`config.mk`:
```
export PLATFORM = sky130hd
export DESIGN_NAME = rle16_frame_pixel_decoder_core_flat
export DESIGN_NICKNAME = d
export VERILOG_FILES = /design/src/rle16_pkg.sv /design/src/rle16_ifs.sv /design/src/rle16_in_stage.sv /design/src/rle16_decode.sv /design/src/rle16_frame_pixel_decoder_core.sv /design/src/flat_wrapper.sv
export SDC_FILE = /design/constraint.sdc
export NUM_CORES = 1
export LEC_CHECK = 0
export BUFFER_PORTS_ARGS = -buffer_cell sky130_fd_sc_hd__buf_4
export CORE_ASPECT_RATIO = 1.4
export CORE_MARGIN = 10
export CORE_UTILIZATION = 40
export DETAILED_ROUTE_END_ITERATION = 7
export PLACE_DENSITY = 0.62
export SYNTH_ARGS = -nofsm -noshare
export SYNTH_HDL_FRONTEND = slang
export SYNTH_SLANG_ARGS = --single-unit
```
`constraint.sdc`:
```
create_clock -name clock -period 11.79 [get_ports clock]
set_input_delay 0.5895 -clock clock [delete_from_list [all_inputs] [get_ports clock]]
set_output_delay 0.5895 -clock clock [all_outputs]
set_load 0.02 [all_outputs]
```
`src/rle16_pkg.sv`:
```
// Shared types and constants of the 16-bit pixel run-length decoder.
// No dependencies.
`default_nettype none
package rle16_pkg;

   localparam int unsigned MaxPixels   = 1048576;
   localparam int unsigned FrameW      = 21;
   localparam int unsigned PosW        = 21;
   localparam int unsigned StartW      = 20;
   localparam int unsigned CountW      = 8;
   localparam int unsigned ColorW      = 16;
   localparam int unsigned ByteW       = 8;

   localparam logic [FrameW-1:0] FrameReset = FrameW'(307200);
   localparam logic [FrameW-1:0] FrameMax   = FrameW'(MaxPixels);

   localparam logic KindFill   = 1'b0;
   localparam logic KindMasked = 1'b1;

   typedef enum logic [1:0] {
      PH_HEADER = 2'd0,
      PH_LOW    = 2'd1,
      PH_HIGH   = 2'd2,
      PH_SKIP   = 2'd3
   } phase_type;

   typedef struct packed {
      logic [ByteW-1:0] data_byte;
      logic             frame_kind;
      logic             last_byte;
   } req_item_type;

   typedef struct packed {
      logic              write_valid;
      logic [StartW-1:0] start_pixel;
      logic [CountW-1:0] run_length;
      logic [ColorW-1:0] color;
      logic              frame_end;
      logic              overflow;
   } rsp_item_type;

   typedef struct packed {
      logic valid;
      logic take;
   } stage_ctl_type;

endpackage
`default_nettype wire

```
`src/rle16_ifs.sv`:
```
// Channel interfaces of the decoder: request bytes, response runs, frame size register.
// Depends on rle16_pkg.
`default_nettype none
interface rle16_req_if import rle16_pkg::*; ();
   logic             valid;
   logic             ready;
   logic [ByteW-1:0] data_byte;
   logic             frame_kind;
   logic             last_byte;

   modport source (output valid, data_byte, frame_kind, last_byte, input ready);
   modport sink (input valid, data_byte, frame_kind, last_byte, output ready);
endinterface

interface rle16_rsp_if import rle16_pkg::*; ();
   logic              valid;
   logic              ready;
   logic              write_valid;
   logic [StartW-1:0] start_pixel;
   logic [CountW-1:0] run_length;
   logic [ColorW-1:0] color;
   logic              frame_end;
   logic              overflow;

   modport source (output valid, write_valid, start_pixel, run_length, color, frame_end,
                   overflow, input ready);
   modport sink (input valid, write_valid, start_pixel, run_length, color, frame_end,
                 overflow, output ready);
endinterface

interface rle16_csr_if import rle16_pkg::*; ();
   logic              valid;
   logic              ready;
   logic [FrameW-1:0] frame_pixels;

   modport source (output valid, frame_pixels, input ready);
   modport sink (input valid, frame_pixels, output ready);
endinterface
`default_nettype wire

```
`src/rle16_in_stage.sv`:
```
// Input register of the decoder: holds one request word until the decode stage takes it.
// Depends on rle16_pkg and rle16_req_if.
`default_nettype none
module rle16_in_stage import rle16_pkg::*; (
   input  wire logic    clock,
   input  wire logic    reset,
   rle16_req_if.sink    req_chan,
   input  wire logic    take,
   output logic         item_valid,
   output req_item_type item
);

   logic         valid_ff;
   logic         valid_in;
   req_item_type item_ff;
   logic         load;

   assign req_chan.ready = !valid_ff || take;
   assign load           = req_chan.valid && req_chan.ready;
   assign valid_in       = load || (valid_ff && !take);

   always_ff @(posedge clock) begin
      if (reset) begin
         valid_ff <= 1'b0;
      end else begin
         valid_ff <= valid_in;
      end
   end

   always_ff @(posedge clock) begin
      if (load) begin
         item_ff.data_byte  <= req_chan.data_byte;
         item_ff.frame_kind <= req_chan.frame_kind;
         item_ff.last_byte  <= req_chan.last_byte;
      end
   end

   assign item_valid = valid_ff;
   assign item       = item_ff;

endmodule
`default_nettype wire

```
`src/rle16_decode.sv`:
```
// Decode stage: frame state, run computation and the response register.
// Depends on rle16_pkg and rle16_rsp_if.
`default_nettype none
module rle16_decode import rle16_pkg::*; (
   input  wire logic              clock,
   input  wire logic              reset,
   input  wire logic              item_valid,
   input  wire req_item_type      item,
   input  wire logic [FrameW-1:0] frame_pixels,
   output stage_ctl_type          ctl,
   rle16_rsp_if.source            rsp_chan
);

   typedef struct packed {
      phase_type         phase;
      logic [CountW-1:0] literal_left;
      logic              fill_pending;
      logic [CountW-1:0] fill_count;
   } hdr_type;

   phase_type         phase_ff, phase_in;
   logic [CountW-1:0] literal_left_ff, literal_left_in;
   logic              fill_pending_ff, fill_pending_in;
   logic [CountW-1:0] fill_count_ff, fill_count_in;
   logic [ByteW-1:0]  low_latch_ff, low_latch_in;
   logic [PosW-1:0]   pixel_pos_ff, pixel_pos_in;
   logic              stopped_ff, stopped_in;
   logic              overflow_seen_ff, overflow_seen_in;

   logic              rsp_valid_ff;
   rsp_item_type      rsp_ff;
   rsp_item_type      rsp_in;

   logic              take;
   logic [FrameW-1:0] frame_size;
   logic              pos_past;
   logic [PosW-1:0]   room;
   logic [CountW-1:0] fill_len;
   logic              fill_clip;
   hdr_type           hdr;

   function automatic hdr_type take_header(input logic [ByteW-1:0] b, input logic kind,
                                           input logic [CountW-1:0] count_now);
      hdr_type h;
      h.fill_count = count_now;
      if (b[ByteW-1]) begin
         h.literal_left = CountW'(~b + 8'd1);
         h.fill_pending = 1'b0;
         h.phase        = PH_LOW;
      end else if (kind == KindFill) begin
         h.literal_left = '0;
         h.fill_pending = 1'b1;
         h.fill_count   = CountW'(b) + CountW'(2);
         h.phase        = PH_LOW;
      end else begin
         h.literal_left = '0;
         h.fill_pending = 1'b0;
         h.fill_count   = CountW'(b) + CountW'(1);
         h.phase        = PH_SKIP;
      end
      return h;
   endfunction

   assign take          = item_valid && (!rsp_valid_ff || rsp_chan.ready);
   assign ctl.valid     = item_valid;
   assign ctl.take      = take;
   assign frame_size    = (frame_pixels > FrameMax) ? FrameMax : frame_pixels;
   assign pos_past      = pixel_pos_ff >= frame_size;
   assign room          = frame_size - pixel_pos_ff;
   assign fill_clip     = PosW'(fill_count_ff) > room;
   assign fill_len      = fill_clip ? room[CountW-1:0] : fill_count_ff;
   assign hdr           = take_header(item.data_byte, item.frame_kind, fill_count_ff);

   always_ff @(posedge clock) begin
      if (reset) begin
         phase_ff         <= PH_HEADER;
         literal_left_ff  <= '0;
         fill_pending_ff  <= 1'b0;
         fill_count_ff    <= '0;
         low_latch_ff     <= '0;
         pixel_pos_ff     <= '0;
         stopped_ff       <= 1'b0;
         overflow_seen_ff <= 1'b0;
         rsp_valid_ff     <= 1'b0;
      end else begin
         if (take) begin
            phase_ff         <= phase_in;
            literal_left_ff  <= literal_left_in;
            fill_pending_ff  <= fill_pending_in;
            fill_count_ff    <= fill_count_in;
            low_latch_ff     <= low_latch_in;
            pixel_pos_ff     <= pixel_pos_in;
            stopped_ff       <= stopped_in;
            overflow_seen_ff <= overflow_seen_in;
         end
         rsp_valid_ff <= take || (rsp_valid_ff && !rsp_chan.ready);
      end
   end

   always_ff @(posedge clock) begin
      if (take) begin
         rsp_ff <= rsp_in;
      end
   end

   always_comb begin
      phase_in         = phase_ff;
      literal_left_in  = literal_left_ff;
      fill_pending_in  = fill_pending_ff;
      fill_count_in    = fill_count_ff;
      low_latch_in     = low_latch_ff;
      pixel_pos_in     = pixel_pos_ff;
      stopped_in       = stopped_ff;
      overflow_seen_in = overflow_seen_ff;
      rsp_in           = '0;

      if (!stopped_ff) begin
         case (phase_ff)
            PH_HEADER: begin
               if (!item.last_byte) begin
                  phase_in        = hdr.phase;
                  literal_left_in = hdr.literal_left;
                  fill_pending_in = hdr.fill_pending;
                  fill_count_in   = hdr.fill_count;
               end
            end
            PH_LOW: begin
               if (item.last_byte) begin
                  stopped_in = 1'b1;
               end else if (!fill_pending_ff && pos_past) begin
                  overflow_seen_in = 1'b1;
                  stopped_in       = 1'b1;
               end else begin
                  low_latch_in = item.data_byte;
                  phase_in     = PH_HIGH;
               end
            end
            PH_HIGH: begin
               if (fill_pending_ff) begin
                  if (pos_past) begin
                     overflow_seen_in = 1'b1;
                     stopped_in       = 1'b1;
                  end else begin
                     rsp_in.write_valid = fill_len != '0;
                     rsp_in.start_pixel = pixel_pos_ff[StartW-1:0];
                     rsp_in.run_length  = fill_len;
                     rsp_in.color       = {item.data_byte, low_latch_ff};
                     pixel_pos_in       = pixel_pos_ff + PosW'(fill_len);
                     if (fill_clip || overflow_seen_ff) begin
                        overflow_seen_in = 1'b1;
                        stopped_in       = 1'b1;
                     end
                  end
                  fill_pending_in = 1'b0;
                  phase_in        = PH_HEADER;
               end else begin
                  rsp_in.write_valid = 1'b1;
                  rsp_in.start_pixel = pixel_pos_ff[StartW-1:0];
                  rsp_in.run_length  = CountW'(1);
                  rsp_in.color       = {item.data_byte, low_latch_ff};
                  pixel_pos_in       = pixel_pos_ff + PosW'(1);
                  literal_left_in    = (literal_left_ff != '0) ?
                                       literal_left_ff - CountW'(1) : literal_left_ff;
                  phase_in           = (literal_left_in != '0) ? PH_LOW : PH_HEADER;
               end
            end
            PH_SKIP: begin
               if (item.last_byte) begin
                  stopped_in = 1'b1;
               end else if (pos_past) begin
                  overflow_seen_in = 1'b1;
                  stopped_in       = 1'b1;
               end else begin
                  pixel_pos_in    = pixel_pos_ff + PosW'(fill_count_ff);
                  phase_in        = hdr.phase;
                  literal_left_in = hdr.literal_left;
                  fill_pending_in = hdr.fill_pending;
                  fill_count_in   = hdr.fill_count;
               end
            end
            default: begin
               phase_in = PH_HEADER;
            end
         endcase
      end

      rsp_in.frame_end = item.last_byte;
      rsp_in.overflow  = overflow_seen_in;

      if (item.last_byte) begin
         phase_in         = PH_HEADER;
         literal_left_in  = '0;
         fill_pending_in  = 1'b0;
         fill_count_in    = '0;
         low_latch_in     = '0;
         pixel_pos_in     = '0;
         stopped_in       = 1'b0;
         overflow_seen_in = 1'b0;
      end
   end

   assign rsp_chan.valid       = rsp_valid_ff;
   assign rsp_chan.write_valid = rsp_ff.write_valid;
   assign rsp_chan.start_pixel = rsp_ff.start_pixel;
   assign rsp_chan.run_length  = rsp_ff.run_length;
   assign rsp_chan.color       = rsp_ff.color;
   assign rsp_chan.frame_end   = rsp_ff.frame_end;
   assign rsp_chan.overflow    = rsp_ff.overflow;

endmodule
`default_nettype wire

```
`src/rle16_frame_pixel_decoder_core.sv`:
```
// Top level of the 16-bit pixel run-length decoder: input register, decode stage,
// frame size register. Depends on rle16_pkg, rle16_ifs, rle16_in_stage, rle16_decode.
//
//   channel    dir   word
//   req_chan   in    data_byte, frame_kind, last_byte
//   rsp_chan   out   write_valid, start_pixel, run_length, color, frame_end, overflow
//   csr_chan   in    frame_pixels (always ready)
//
// One word per cycle sustained while rsp_chan is ready; an accepted word is held in the input
// register, then decoded from the input register into the response register.
// Synchronous reset clears frame state and sets frame_pixels to 307200.
// A stalled response holds the decode stage; the input register still takes one word.
`default_nettype none
module rle16_frame_pixel_decoder_core import rle16_pkg::*; (
   input  wire logic   clock,
   input  wire logic   reset,
   rle16_req_if.sink   req_chan,
   rle16_rsp_if.source rsp_chan,
   rle16_csr_if.sink   csr_chan
);

   logic [FrameW-1:0] frame_pixels_ff;
   logic [FrameW-1:0] frame_pixels_in;
   logic              item_valid;
   req_item_type      item;
   stage_ctl_type     ctl;

   assign csr_chan.ready  = 1'b1;
   assign frame_pixels_in = (csr_chan.valid && csr_chan.ready) ?
                            csr_chan.frame_pixels : frame_pixels_ff;

   always_ff @(posedge clock) begin
      if (reset) begin
         frame_pixels_ff <= FrameReset;
      end else begin
         frame_pixels_ff <= frame_pixels_in;
      end
   end

   rle16_in_stage u_in_stage (
      .clock      (clock),
      .reset      (reset),
      .req_chan   (req_chan),
      .take       (ctl.take),
      .item_valid (item_valid),
      .item       (item)
   );

   rle16_decode u_decode (
      .clock        (clock),
      .reset        (reset),
      .item_valid   (item_valid),
      .item         (item),
      .frame_pixels (frame_pixels_ff),
      .ctl          (ctl),
      .rsp_chan     (rsp_chan)
   );

endmodule
`default_nettype wire

```
`src/flat_wrapper.sv`:
```
// flat-port wrapper written by rule: the top's interface ports become plain ports
module rle16_frame_pixel_decoder_core_flat import rle16_pkg::*;
  (clock, reset, req_chan_valid, req_chan_data_byte, req_chan_frame_kind, req_chan_last_byte, req_chan_ready, rsp_chan_valid, rsp_chan_write_valid, rsp_chan_start_pixel, rsp_chan_run_length, rsp_chan_color, rsp_chan_frame_end, rsp_chan_overflow, rsp_chan_ready, csr_chan_valid, csr_chan_frame_pixels, csr_chan_ready);
  rle16_req_if req_chan_i ();
  rle16_rsp_if rsp_chan_i ();
  rle16_csr_if csr_chan_i ();
  input  wire logic clock;
  input  wire logic reset;
  input wire logic [$bits(req_chan_i.valid)-1:0] req_chan_valid;
  input wire logic [$bits(req_chan_i.data_byte)-1:0] req_chan_data_byte;
  input wire logic [$bits(req_chan_i.frame_kind)-1:0] req_chan_frame_kind;
  input wire logic [$bits(req_chan_i.last_byte)-1:0] req_chan_last_byte;
  output wire logic [$bits(req_chan_i.ready)-1:0] req_chan_ready;
  output wire logic [$bits(rsp_chan_i.valid)-1:0] rsp_chan_valid;
  output wire logic [$bits(rsp_chan_i.write_valid)-1:0] rsp_chan_write_valid;
  output wire logic [$bits(rsp_chan_i.start_pixel)-1:0] rsp_chan_start_pixel;
  output wire logic [$bits(rsp_chan_i.run_length)-1:0] rsp_chan_run_length;
  output wire logic [$bits(rsp_chan_i.color)-1:0] rsp_chan_color;
  output wire logic [$bits(rsp_chan_i.frame_end)-1:0] rsp_chan_frame_end;
  output wire logic [$bits(rsp_chan_i.overflow)-1:0] rsp_chan_overflow;
  input wire logic [$bits(rsp_chan_i.ready)-1:0] rsp_chan_ready;
  input wire logic [$bits(csr_chan_i.valid)-1:0] csr_chan_valid;
  input wire logic [$bits(csr_chan_i.frame_pixels)-1:0] csr_chan_frame_pixels;
  output wire logic [$bits(csr_chan_i.ready)-1:0] csr_chan_ready;
  assign req_chan_i.valid = req_chan_valid;
  assign req_chan_i.data_byte = req_chan_data_byte;
  assign req_chan_i.frame_kind = req_chan_frame_kind;
  assign req_chan_i.last_byte = req_chan_last_byte;
  assign req_chan_ready = req_chan_i.ready;
  assign rsp_chan_valid = rsp_chan_i.valid;
  assign rsp_chan_write_valid = rsp_chan_i.write_valid;
  assign rsp_chan_start_pixel = rsp_chan_i.start_pixel;
  assign rsp_chan_run_length = rsp_chan_i.run_length;
  assign rsp_chan_color = rsp_chan_i.color;
  assign rsp_chan_frame_end = rsp_chan_i.frame_end;
  assign rsp_chan_overflow = rsp_chan_i.overflow;
  assign rsp_chan_i.ready = rsp_chan_ready;
  assign csr_chan_i.valid = csr_chan_valid;
  assign csr_chan_i.frame_pixels = csr_chan_frame_pixels;
  assign csr_chan_ready = csr_chan_i.ready;
  rle16_frame_pixel_decoder_core u_core (.clock(clock), .reset(reset), .req_chan(req_chan_i), .rsp_chan(rsp_chan_i), .csr_chan(csr_chan_i));
endmodule
```
Word level (Yosys, flattened, before mapping). Cells that the tools add are included.

Register bits after elaboration: 130. Memory bits (writable): 0. Logic and storage cells: 131. Latch bits: 0. Memories kept: 0. Bits of input ports: 36. Memory bits (read-only): 0.

Muxes and demuxes: 56. $add $sub $neg: 8. Equal/unequal tests: 9. Reduce and logical (&&, ||, !) cells: 31. Shift-type cells: 0. Divide/modulo/power cells: 0. $mul: 0. Order comparisons: 3. Bitwise logic cells: 3.

Operator list (count): 2-to-1 mux 21 bit (6); 2-to-1 mux 8 bit (14); 2-to-1 mux 45 bit (2); adder 21 x 8 -> 21 bit (2); one-hot mux 21 bit (2 select lines) (1); one-hot mux 8 bit (3 select lines) (1); nonzero test 8 bit (3); adder 21 x 1 -> 21 bit (second input constant) (1); greater-or-equal comparator 21 bit (1); > comparator 21 bit (second input constant) (1); > comparator 8 x 21 -> 1 bit (1); 2-to-1 mux 1 bit (21); subtractor 21 bit (1); 2-to-1 mux 19 bit (1); adder 8 x 1 -> 8 bit (second input constant) (2); one-hot mux 8 bit (2 select lines) (1); AND reduction 4 bit (4); 2-to-1 mux 11 bit (1); AND reduction 5 bit (2); != test 3 x 2 -> 1 bit (second input constant) (3); one-hot mux 1 bit (3 select lines) (3); adder 8 x 2 -> 8 bit (second input constant) (1); 2-to-1 mux 2 bit (4); inverter 8 bit (1); 16 further kinds (32).

Longest topological paths before layout.
Depth in word-level cells: 11. Depth in mapped cells: 32. Depth with buffers taken out: 31.

Hierarchy. Synthesis repeated with hierarchy kept, for this count alone.

Cell total of the unflattened synthesis: 922. Area total of the unflattened synthesis: 8194.1 um^2.

By module, submodules not included: rle16_decode (cells each 837, area each 7053.0 um^2, sequential area each 2432.3 um^2, instances 1); rle16_frame_pixel_decoder_core (cells each 70, area each 785.8 um^2, sequential area each 420.4 um^2, instances 1); rle16_in_stage (cells each 15, area each 355.3 um^2, sequential area each 320.3 um^2, instances 1).

Least setup slack after synthesis. Ideal clock, no wire load.

Path kind: register to register. From: register u_core.frame_pixels_ff[20]. To: register u_core.u_decode.pixel_pos_ff[16]. Clock period less this slack: 6.284 ns. Stages on the path, launching flop included: 33. Buffers on the path: 1. Setup time: 0.128 ns. Arrival: 6.157 ns. Required time: 11.662 ns. Slack: 5.506 ns. Cell sequence: dfxtp_1 clkbuf_1 nor2b_1 ha_1 nor2b_1 o2111ai_2 nand2_1 inv_1 o21ai_0 xor2_1 inv_1 ha_1 nand4_1 o22ai_1 a221oi_1 o211ai_1 a2111o_1 nor4_4 and4_4 mux2_2 a21oi_1 ha_1 inv_1 fa_1 nor2b_1 o21ai_0 nand2b_1 a21o_1 a21o_1 a31oi_1 nor4_1 xnor2_1 nor2_1.

Cells in the longest elaborated chain, start to end: 11.

RTL lines: start, declared (line rle16_frame_pixel_decoder_core.sv:22) `logic [FrameW-1:0] frame_pixels_ff;`; start signal, assigned (line rle16_frame_pixel_decoder_core.sv:34) `frame_pixels_ff <= FrameReset;`; start signal, assigned (line rle16_frame_pixel_decoder_core.sv:36) `frame_pixels_ff <= frame_pixels_in;`; > comparator 21 bit (line rle16_decode.sv:67) `assign frame_size = (frame_pixels > FrameMax) ? FrameMax : frame_pixels;`; 2-to-1 mux 21 bit (*) (line rle16_decode.sv:67); subtractor 21 bit (line rle16_decode.sv:69) `assign room = frame_size - pixel_pos_ff;`; > comparator 8 x 21 -> 1 bit (line rle16_decode.sv:70) `assign fill_clip = PosW'(fill_count_ff) > room;`; 2-to-1 mux 8 bit (line rle16_decode.sv:71) `assign fill_len = fill_clip ? room[CountW-1:0] : fill_count_ff;`; adder 21 x 8 -> 21 bit (line rle16_decode.sv:148) `pixel_pos_in = pixel_pos_ff + PosW'(fill_len);`; 2-to-1 mux 21 bit (line rle16_decode.sv:140) `if (pos_past) begin`; 2-to-1 mux 21 bit (line rle16_decode.sv:139) `if (fill_pending_ff) begin`; one-hot mux 21 bit (2 select lines) (line rle16_decode.sv:118) `case (phase_ff)`; 2-to-1 mux 21 bit (line rle16_decode.sv:117) `if (!stopped_ff) begin`; 2-to-1 mux 21 bit (line rle16_decode.sv:190) `if (item.last_byte) begin`; end signal, assigned (line rle16_decode.sv:92) `pixel_pos_ff <= pixel_pos_in;`; end, declared (line rle16_decode.sv:26) `logic [PosW-1:0] pixel_pos_ff, pixel_pos_in;`.

Every way passes the cells marked *; elsewhere a longest branch is shown, timed or not. The select of a mux whose other input is x is not followed. A chain may end at the register's enable or synchronous reset.

Worst setup path in the final report.
From: register u_core.frame_pixels_ff[20]. To: register u_core.u_decode.pixel_pos_ff[12].

Same word-level chain as after synthesis.

==> metrics <==
CTS tree built; most frequent cells in the layout nand2_1, buf_4, nor2_1, dfxtp_1, a21oi_1; Clock Tree Buf Depth 2; CP max FO 13; Final Max Tran Viols 0; Lkg Pwr 3.706 nW; die area 26820 um2; Clock Power Share approximately 41%; Syn Area/Cell ~8.9 um2; Worst Setup End Kind flip-flop; DP HPWL between 15000 and 20000 um; Setup Skew 0.009787 ns; WS Path Type reg2reg; global-route wire length before repair between 30000 and 40000 um; hold-fix buffers at CTS 0; WP data required 12.08 ns; relative slew slack ~40%; NetSw between 0.3 and 0.4 mW; Resized Gates After CTS 0; Async SR Flop Fraction 0%; final setup fails 0; vias in the first global route 6759; Total Nets Final between 1000 and 1500; commonest non-fill, non-tap cell in the layout nand2_1; Finished Layout Cells 1244; Post-Syn Nets ~1000; EDFF count, synth 57; Setup WS post-layout roughly 4.6 ns; RSZ-0062 raised after global routing no; Pwr Density 124.5 nW/um2; fin crit share 60.66%; total number of vias 6847; Seq pwr share 42.4%; yosys warns 0; clock-pin slew on the worst setup and hold paths 0.06 ns; post-synth cell types 78; initial antenna violation count 0; DP Worst Slack ~4.7 ns; critical path launch point type flip-flop; Num CTS Buffers 17; Die Y 189.8 um; Post-DRT Antenna Nets 0; Seq/Total Area, Yosys between 30% and 40%; Worst path slowest cell dfxtp_1; clock root buffer clkbuf_16; H-Tree Depth 4; Synth Cell Area slightly above 8000 um2; # DRC 0; post-DR wirelength/cell around 18 um; DR iter-0 viols 402; placed cells between 1000 and 1500; outcome complete, no violations; share of cells above drive strength 1 between 10% and 20%; placer's final routability congestion estimate a little over 0.9; Fmax 0.1398 GHz; DR pass1 iterations 5; VDD IR max 94.59 uV; placement row count between 60 and 70; FF+latch count, synth 130; port buffer count 84; Fin. Hold Viols 0; via/cell ratio ~5.5; logic gate share of total power around 17%; # clock sinks between 100 and 150; internal power roughly 0.83 mW; gr ovfl total 0; min Tclk post-route a little over 7 ns; worst skew pair latency 0.43 ns; Syn Inst Count 923; ys flop type dfxtp_1; Worst Tran Pin Value about 0.90 ns; setup bufs post-CTS 0; DIE WIDTH about 140 um; largest net degree at the start of global routing 61; synthesis-to-layout area growth 14.74%; Post-Route Setup TNS 0 ns; worst hold-check path type in2reg; # diodes 0; Sw Share 29.40%; Final Core Density between 40% and 50%; Arr. time, crit path ~7.5 ns; max incr delay on CP roughly 0.60 ns; global-route usage over all layers between 10% and 20%; final WL 22470 um; initial core utilization about 40%; num ports 86; total power 1.177 mW; core area 20400 um2; Max Cap Violations 0
==> power groups by stage <==
| stage | clock (mW) | sequential (mW) | combinational, mW |
|---|---|---|---|
| floorplan | 0 | 0.511 | 0.139 |
| global placement | 0 | 0.509 | 0.197 |
| detailed placement | 0 | 0.509 | 0.197 |
| CTS | 0.497 | 0.499 | 0.198 |
| global route | 0.514 | 0.501 | 0.218 |
| finish | 0.480 | 0.499 | 0.198 |
==> kinds of logic after synthesis <==
kind of cell | count (synthesis) | synth area share, %
fa+ha+maj | 51 | 7.926
other cells | 1 | 0.04551
compound gates | 192 | 15.79
flops | 130 | 38.51
buf+inv | 109 | 6.180
xor+xnor | 41 | 4.358
simple gates | 367 | 23.28
mux | 32 | 3.917
==> path summary, 6_finish.rpt <==
check / slack [ns] / from / cells past startpoint / to
setup reg to reg: 4.64 / u_core.frame_pixels_ff[20] / 31 / u_core.u_decode.pixel_pos_ff[12]
setup / recovery: 4.64 / u_core.frame_pixels_ff[20] / 31 / u_core.u_decode.pixel_pos_ff[12]
hold / removal: 0.34 / req_chan_data_byte[3] / 1 / u_core.u_in_stage.item[5]
hold reg to reg: 0.45 / u_core.u_decode.low_latch_ff[7] / 2 / u_core.u_decode.low_latch_ff[7]
==> layer usage <==
metal,global-route usage (%),share of wire [%]
met5,0,0
met1,17.33,38
met4,8.877,3.6
met3,3.917,3.9
met2,30.63,55
==> cell type report <==
type                       count  area (um2)
timing repair buffer          87       653.1
fill                        2046       10950
tap                          256       320.3
clock inverter                15       107.6
sequential                   130        3173
inverter                      55       206.4
multi-input combinational    684        4569
clock buffer                  17       425.4
==> stage by stage <==
| step | hold WS, ns | cell area, um2 |
|---|---|---|
| 6_report | 0.3370 | 9455 |
| 5_1_grt | 0.3161 | 9455 |
| 4_1_cts | 0.3111 | 9455 |
| 3_5_place_dp | 0.4389 | 8922 |
| 3_3_place_gp | 0.4352 | 8922 |
| 2_1_floorplan | 0.4273 | 8240 |
==> state kept, by name (all words and copies together) (netlist names) <==
register and flops:
u_core.u_decode.pixel_pos_ff 21, u_core.u_decode.low_latch_ff 8, u_core.u_decode.rsp_chan.write_valid 1, u_core.u_decode.rsp_chan.start_pixel 20, u_core.u_in_stage.item 10, u_core.u_decode.phase_ff 2, u_core.u_decode.fill_pending_ff 1, u_core.u_decode.rsp_chan.color 16
u_core.u_decode.rsp_chan.valid 1, u_core.u_decode.overflow_seen_ff 1, u_core.frame_pixels_ff 21, u_core.u_decode.literal_left_ff 8, u_core.u_decode.stopped_ff 1, u_core.u_decode.fill_count_ff 8, u_core.u_decode.rsp_chan.frame_end 1, u_core.u_in_stage.item_valid 1
u_core.u_decode.rsp_chan.run_length 8, u_core.u_decode.rsp_chan.overflow 1
==> Yosys cell counts (7+ instances only) <==
cell type / count / share of area [%]
inv_1: 55 / 2.5
xor2_1: 11 / 1.2
clkbuf_1: 30 / 1.4
nor3_1: 23 / 1.4
a211o_1: 7 / 0.74
nor2b_1: 21 / 1.6
a211oi_1: 8 / 0.73
nand2_1: 96 / 4.4
nand3_1: 14 / 0.85
edfxtp_1: 57 / 21
ha_1: 49 / 7.4
a21oi_1: 71 / 4.3
nor2_1: 73 / 3.3
o21ai_1: 8 / 0.49
o21ai_0: 20 / 1.2
nor4_1: 18 / 1.4
dfxtp_1: 73 / 18
or3_1: 14 / 1.1
a21o_1: 16 / 1.5
and2_1: 48 / 3.6
o21a_1: 9 / 0.82
xnor2_1: 30 / 3.2
mux2i_1: 30 / 3.6
nand4_1: 26 / 2.0
==> worst max-delay path: cells and delay by family, from the launching register on <==
family,cells,cell delay (ns)
xor gates and xnor gates,2,0.43
buffers and inverters,3,0.20
adders and majority gates,4,1.21
muxes,1,0.35
AOI/OAI and AO/OA,11,2.09
and+or+nand+nor,10,2.14
DFF,1,0.60
No activity file was read; power rests on OpenSTA's default activity.
